### src/hdl/isqd_pkg.sv
package isqd_pkg;

  localparam int RAD_W  = 31;  // radicand
  localparam int INT_W  = 16;  // floor root of radicand
  localparam int SCL_W  = 29;  // scaled root
  localparam int SRAD_W = 58;  // radicand * 10^(2p)
  localparam int DIG_W  = 3;   // decimal_digits register

  localparam logic [DIG_W-1:0] MAX_DIGITS = 3'd4;

  // one root bit per iteration of each of the two sqrt units
  localparam int SQ_STEPS = SRAD_W / 2;
  localparam int SQ_CNT_W = $clog2(SQ_STEPS + 1);

  // scaling: two multiply-by-ten passes per decimal digit
  localparam int SC_CNT_W = $clog2(2 * 4 + 1);

  localparam int ST_W = 2;
  localparam logic [ST_W-1:0] ST_IDLE  = 2'd0;
  localparam logic [ST_W-1:0] ST_SCALE = 2'd1;
  localparam logic [ST_W-1:0] ST_ROOT  = 2'd2;

endpackage

### src/hdl/isqd_sqrt.sv
module isqd_sqrt (
  input  logic                        clk,
  input  logic                        rst_n,
  input  logic                        load,
  input  logic [isqd_pkg::SRAD_W-1:0] rad,
  output logic                        done,
  output logic [isqd_pkg::SCL_W-1:0]  root
);

  logic [isqd_pkg::SRAD_W-1:0]   rad_r, rad_nxt;
  logic [isqd_pkg::SCL_W+1:0]    rem_r, rem_nxt;
  logic [isqd_pkg::SCL_W-1:0]    root_r, root_nxt;
  logic [isqd_pkg::SQ_CNT_W-1:0] cnt_r, cnt_nxt;
  logic                          done_r, done_nxt;

  // remainder with the next two radicand bits brought down, and trial value 4*root+1
  logic [isqd_pkg::SCL_W+3:0] trial;
  logic [isqd_pkg::SCL_W+3:0] sub;
  logic [isqd_pkg::SCL_W+3:0] diff;
  logic                       fits;

  assign trial = {rem_r, rad_r[isqd_pkg::SRAD_W-1 -: 2]};
  assign sub   = {2'b00, root_r, 2'b01};
  assign diff  = trial - sub;
  assign fits  = (trial >= sub);

  always_comb begin
    rad_nxt  = rad_r;
    rem_nxt  = rem_r;
    root_nxt = root_r;
    cnt_nxt  = cnt_r;
    done_nxt = 1'b0;
    if (load) begin
      rad_nxt  = rad;
      rem_nxt  = '0;
      root_nxt = '0;
      cnt_nxt  = isqd_pkg::SQ_CNT_W'(isqd_pkg::SQ_STEPS);
    end else if (cnt_r != '0) begin
      rad_nxt  = {rad_r[isqd_pkg::SRAD_W-3:0], 2'b00};
      rem_nxt  = fits ? diff[isqd_pkg::SCL_W+1:0] : trial[isqd_pkg::SCL_W+1:0];
      root_nxt = {root_r[isqd_pkg::SCL_W-2:0], fits};
      cnt_nxt  = cnt_r - 1'b1;
      done_nxt = (cnt_r == isqd_pkg::SQ_CNT_W'(1));
    end
  end

  always_ff @(posedge clk) begin
    if (!rst_n) begin
      cnt_r  <= '0;
      done_r <= 1'b0;
    end else begin
      cnt_r  <= cnt_nxt;
      done_r <= done_nxt;
    end
  end

  always_ff @(posedge clk) begin
    rad_r  <= rad_nxt;
    rem_r  <= rem_nxt;
    root_r <= root_nxt;
  end

  assign done = done_r;
  assign root = root_r;

endmodule

### src/hdl/integer_square_root_decimal.sv
// An accepted request runs 2p multiply-by-ten passes, p = saturated decimal_digits, then
// the 29 iterations of the one-bit-per-cycle sqrt units, and then strobes out_valid. A new
// request is accepted only while the block is idle (busy low), not during a computation.
// The result shows for one cycle only; the receiver cannot stall.
// Reset (rst_n, synchronous, active low) idles the block and sets decimal_digits to 2.
module integer_square_root_decimal (
  input  logic                        clk,
  input  logic                        rst_n,
  input  logic                        start,
  output logic                        busy,
  input  logic [isqd_pkg::RAD_W-1:0]  in_radicand,
  input  logic                        cfg_we,
  input  logic [isqd_pkg::DIG_W-1:0]  cfg_wdata,
  output logic                        out_valid,
  output logic [isqd_pkg::INT_W-1:0]  out_int_root,
  output logic [isqd_pkg::SCL_W-1:0]  out_scaled_root
);

  logic [isqd_pkg::ST_W-1:0]     state_r, state_nxt;
  logic [isqd_pkg::DIG_W-1:0]    digits_r;
  logic [isqd_pkg::DIG_W-1:0]    p_sat;
  logic [isqd_pkg::SC_CNT_W-1:0] scnt_r, scnt_nxt;
  logic [isqd_pkg::RAD_W-1:0]    rad_r, rad_nxt;
  logic [isqd_pkg::SRAD_W-1:0]   scl_r, scl_nxt;
  logic                          load;
  logic                          int_done;
  logic                          scl_done;
  logic [isqd_pkg::SCL_W-1:0]    int_root_w;
  logic [isqd_pkg::SCL_W-1:0]    scl_root_w;
  logic [isqd_pkg::SRAD_W-1:0]   int_rad;

  assign p_sat   = (digits_r > isqd_pkg::MAX_DIGITS) ? isqd_pkg::MAX_DIGITS : digits_r;
  assign busy    = (state_r != isqd_pkg::ST_IDLE);
  assign int_rad = {{(isqd_pkg::SRAD_W-isqd_pkg::RAD_W){1'b0}}, rad_r};

  always_comb begin
    state_nxt = state_r;
    scnt_nxt  = scnt_r;
    rad_nxt   = rad_r;
    scl_nxt   = scl_r;
    load      = 1'b0;
    unique case (state_r)
      isqd_pkg::ST_IDLE: begin
        if (start) begin
          rad_nxt   = in_radicand;
          scl_nxt   = {{(isqd_pkg::SRAD_W-isqd_pkg::RAD_W){1'b0}}, in_radicand};
          scnt_nxt  = {{(isqd_pkg::SC_CNT_W-isqd_pkg::DIG_W-1){1'b0}}, p_sat, 1'b0};
          state_nxt = isqd_pkg::ST_SCALE;
        end
      end
      isqd_pkg::ST_SCALE: begin
        if (scnt_r == '0) begin
          load      = 1'b1;
          state_nxt = isqd_pkg::ST_ROOT;
        end else begin
          // times ten: 8x + 2x
          scl_nxt  = {scl_r[isqd_pkg::SRAD_W-4:0], 3'b000}
                   + {scl_r[isqd_pkg::SRAD_W-2:0], 1'b0};
          scnt_nxt = scnt_r - 1'b1;
        end
      end
      isqd_pkg::ST_ROOT: begin
        if (scl_done) begin
          state_nxt = isqd_pkg::ST_IDLE;
        end
      end
      default: begin
        state_nxt = isqd_pkg::ST_IDLE;
      end
    endcase
  end

  always_ff @(posedge clk) begin
    if (!rst_n) begin
      state_r  <= isqd_pkg::ST_IDLE;
      digits_r <= 3'd2;
    end else begin
      state_r <= state_nxt;
      if (cfg_we) begin
        digits_r <= cfg_wdata;
      end
    end
  end

  always_ff @(posedge clk) begin
    scnt_r <= scnt_nxt;
    rad_r  <= rad_nxt;
    scl_r  <= scl_nxt;
  end

  isqd_sqrt u_int_sqrt (
    .clk   (clk),
    .rst_n (rst_n),
    .load  (load),
    .rad   (int_rad),
    .done  (int_done),
    .root  (int_root_w)
  );

  isqd_sqrt u_scl_sqrt (
    .clk   (clk),
    .rst_n (rst_n),
    .load  (load),
    .rad   (scl_r),
    .done  (scl_done),
    .root  (scl_root_w)
  );

  // both units start together and run the same count
  assign out_valid       = scl_done & int_done;
  assign out_int_root    = int_root_w[isqd_pkg::INT_W-1:0];
  assign out_scaled_root = scl_root_w;

endmodule
### config.mk
export PLATFORM = sky130hd
export DESIGN_NAME = integer_square_root_decimal
export DESIGN_NICKNAME = d
export VERILOG_FILES = /design/src/hdl/isqd_pkg.sv /design/src/hdl/isqd_sqrt.sv /design/src/hdl/integer_square_root_decimal.sv
export SDC_FILE = /design/constraint.sdc
export NUM_CORES = 1
export LEC_CHECK = 0
export ABC_AREA = 0
export BUFFER_PORTS_ARGS = -buffer_cell sky130_fd_sc_hd__buf_2
export CORE_UTILIZATION = 45
export DETAILED_ROUTE_END_ITERATION = 10
export PLACE_DENSITY = 0.65
export SETUP_SLACK_MARGIN = 0.3
export SLEW_MARGIN = 0
export SYNTH_ARGS = -nofsm -noshare
export SYNTH_HDL_FRONTEND = slang
export SYNTH_SLANG_ARGS = --single-unit
### constraint.sdc
create_clock -name clk -period 7.7 [get_ports clk]
set_input_delay 1.155 -clock clk [delete_from_list [all_inputs] [get_ports clk]]
set_output_delay 1.155 -clock clk [all_outputs]
set_load 0.05 [all_outputs]
==> metrics <==
gr busiest metal met2; Post-Route WL roughly 47 mm; Max clock buf depth 3; syn_nets approximately 2500; met3 GRT Util 0.0287; fin. max-slew vios 0; Seq. cell area 8750 µm²; GRT met1 Usage 0.294; PortBufs 84; hold slack roughly 450 ps; post_cts resized 0; GRT overflow 0; Clock Power Share 0.164; Rel. slew slack 0.280; Nets 2524; insertion delay to the later sink of the worst-skew pair 590 ps; EDFF count, synth 182; Die ar. 45500 µm²; skew final 24.4 ps; Seq pwr share 0.286; maximum VDD drop 0.197 mV; CTS tree yes; core box area 44100 µm²; postcts setup bufs 0; Final min period 3590 ps; htree depth 2; asr flop ratio synth 0; hpwl dp approximately 32 mm; Max FO, Critical Path a little over 40; final-report hold violation count 0; Setup TNS Final 0 ps; pin count of the biggest net entering global routing 112; Comb power frac 0.550; drt via density 5.49; Setup violations, final 0; post-synthesis sequential area ratio 0.435; RSZ-0062 raised after global routing false; final period utilization 0.467; CP startpoint kind flop; Place WS ~4100 ps; CP arrival 4010 ps; critical path type reg2reg; Worst-path clk slew 70 ps; clock sink total about 350; Mapped Cells 2354; Boundary Pins 85; Yosys cell types 80; Final GP Congestion ~0.9; critical path capture point type flop; Die Y about 210 µm; Cell Int Power 6.49 mW; Cell Rows 77; top_reg_cell synth edfxtp_1; #FFs+latches synth 346; Num CTS Buffers 39; Final Non-Filler Cells 2988; Initial DRT Pass Iterations 5; Max Freq roughly 0.28 GHz; worst setup margin 4110 ps; status finished, final reports clean; area of the multi-input gates 10400 µm²; Root Buffer clkbuf_16; most frequent cells in the layout 584 x nand2_1, 233 x a21oi_1, 182 x edfxtp_1, 164 x dfxtp_1, 128 x o21ai_0; leakage power a little over 9 nW; P per Cell Area 531 nW/µm²; HP Class reg2reg; Placed Instances 2915; share of layout cells above drive strength 1 0.0839; DRC marker count from the first detailed-route iteration 1195; Util after Layout 0.503; fillers 4303; Max Cap Violations 0; Tot Pwr 11.8 mW; Syn Area/Cell 8.54 µm²; required time worst endpoint 8120 ps; DRC viols 0; Total GRT Usage 0.209; Area Overhead vs Synth 10.3%; Cell Area, Synth 20100 µm²; Routed WL per cell 15.8 µm; commonest non-fill, non-tap cell in the layout nand2_1; post-route design area 22200 µm²; worst slew pin tran 1080 ps; hold-fix buffer count after cts 0; first-pass GRT wire length 78.4 mm; vias in the first global route 15789; sw power between 5 and 6 mW; DP Area around 21000 µm²; routed vias 16415; M2 GR Usage 0.336; post-route ant nets 0; initial antenna violation count 1; Synth warnings 0; initial core utilization 0.456; Die X-Extent 213 µm; Sw Share 0.450
## per-layer routing
| layer | up-vias | wire length (µm) |
|---|---|---|
| met3 | 59 | 1770 |
| li1 | 8302 | - |
| met5 | - | 0 |
| met1 | 7781 | 23200 |
| met2 | 273 | 21300 |
| met4 | 0 | 831 |
## worst max-delay path: stages (launching register included)
cell and delay [ps]:
dfxtp_1 370, inv_1 60, ha_1 380, a21o_1 210
a21o_1 160, a21o_1 190, a221o_2 340, a2111oi_2 450
o31a_2 780, nor2_1 120, a211oi_1 280, nor3_1 70
## cell type report
cell class | instances | share of cell area
diodes | 1 | 0.000113
clock inverters | 17 | 0.0100
multi-input cells | 1772 | 0.470
well taps | 592 | 0.0334
clock buffers | 55 | 0.0503
flip-flops and latches | 346 | 0.394
inverters | 105 | 0.0178
repair buffers | 100 | 0.0244
## power groups by stage
| stage | registers (mW) | clock network, mW | logic (mW) |
|---|---|---|---|
| 6_report | 3.38 | 1.93 | 6.48 |
| 5_1_grt | 3.48 | 2.06 | 7.30 |
| 4_1_cts | 3.38 | 1.99 | 6.49 |
| 3_5_place_dp | 3.41 | 0 | 6.45 |
| 3_3_place_gp | 3.39 | 0 | 6.34 |
| 2_1_floorplan | 3.50 | 0 | 5.00 |
## flip-flops by register name, indices dropped and copies added, names as in the netlist, 5 cells and up
signal and cells:
u_int_sqrt.cnt_r 5, rad_r 31, u_int_sqrt.root 29, u_int_sqrt.rem_r 31
u_scl_sqrt.cnt_r 5, u_int_sqrt.rad_r 58, u_scl_sqrt.rem_r 31, u_scl_sqrt.root 29
u_scl_sqrt.rad_r 58, scl_r 58
## synthesized netlist by cell type, drive strengths merged (24+ instances only)
cell type / count / share of area
dfxtp: 164 / 0.16
a21oi: 234 / 0.058
nand2: 586 / 0.11
o21ai: 139 / 0.035
inv: 105 / 0.020
a21o: 62 / 0.023
clkbuf: 95 / 0.018
xor2: 38 / 0.017
nor3: 35 / 0.0087
edfxtp: 182 / 0.27
ha: 121 / 0.075
xnor2: 46 / 0.020
nor2: 127 / 0.024
nand3: 34 / 0.0087
buf: 36 / 0.012
nand4: 24 / 0.0075
a211oi: 29 / 0.011
## worst paths after layout
check                            start                   end  slack [ps]  cells past startpoint
setup / recovery   u_scl_sqrt.root[24]   u_scl_sqrt.rem_r[7]        4110                     11
hold reg to reg   u_int_sqrt.rad_r[33]  u_int_sqrt.rad_r[33]         450                      2
hold / removal    u_int_sqrt.rad_r[33]  u_int_sqrt.rad_r[33]         450                      2
setup reg to reg   u_scl_sqrt.root[24]   u_scl_sqrt.rem_r[7]        4110                     11
## cell families (layout without fill, tap and decap cells)
kind of cell | Yosys count | after routing | share of synthesized area
multiplexers | 22 | 22 | 0.0109
buffers and inverters | 236 | 277 | 0.0496
AND/OR/NAND/NOR | 920 | 920 | 0.196
other | 0 | 1 | 0
XOR/XNOR | 84 | 84 | 0.0366
flip-flops | 346 | 346 | 0.435
adder cells (fa/ha/maj) | 122 | 122 | 0.0763
AO/OA/AOI/OAI | 624 | 624 | 0.195
(Power assumes the default switching activity.)
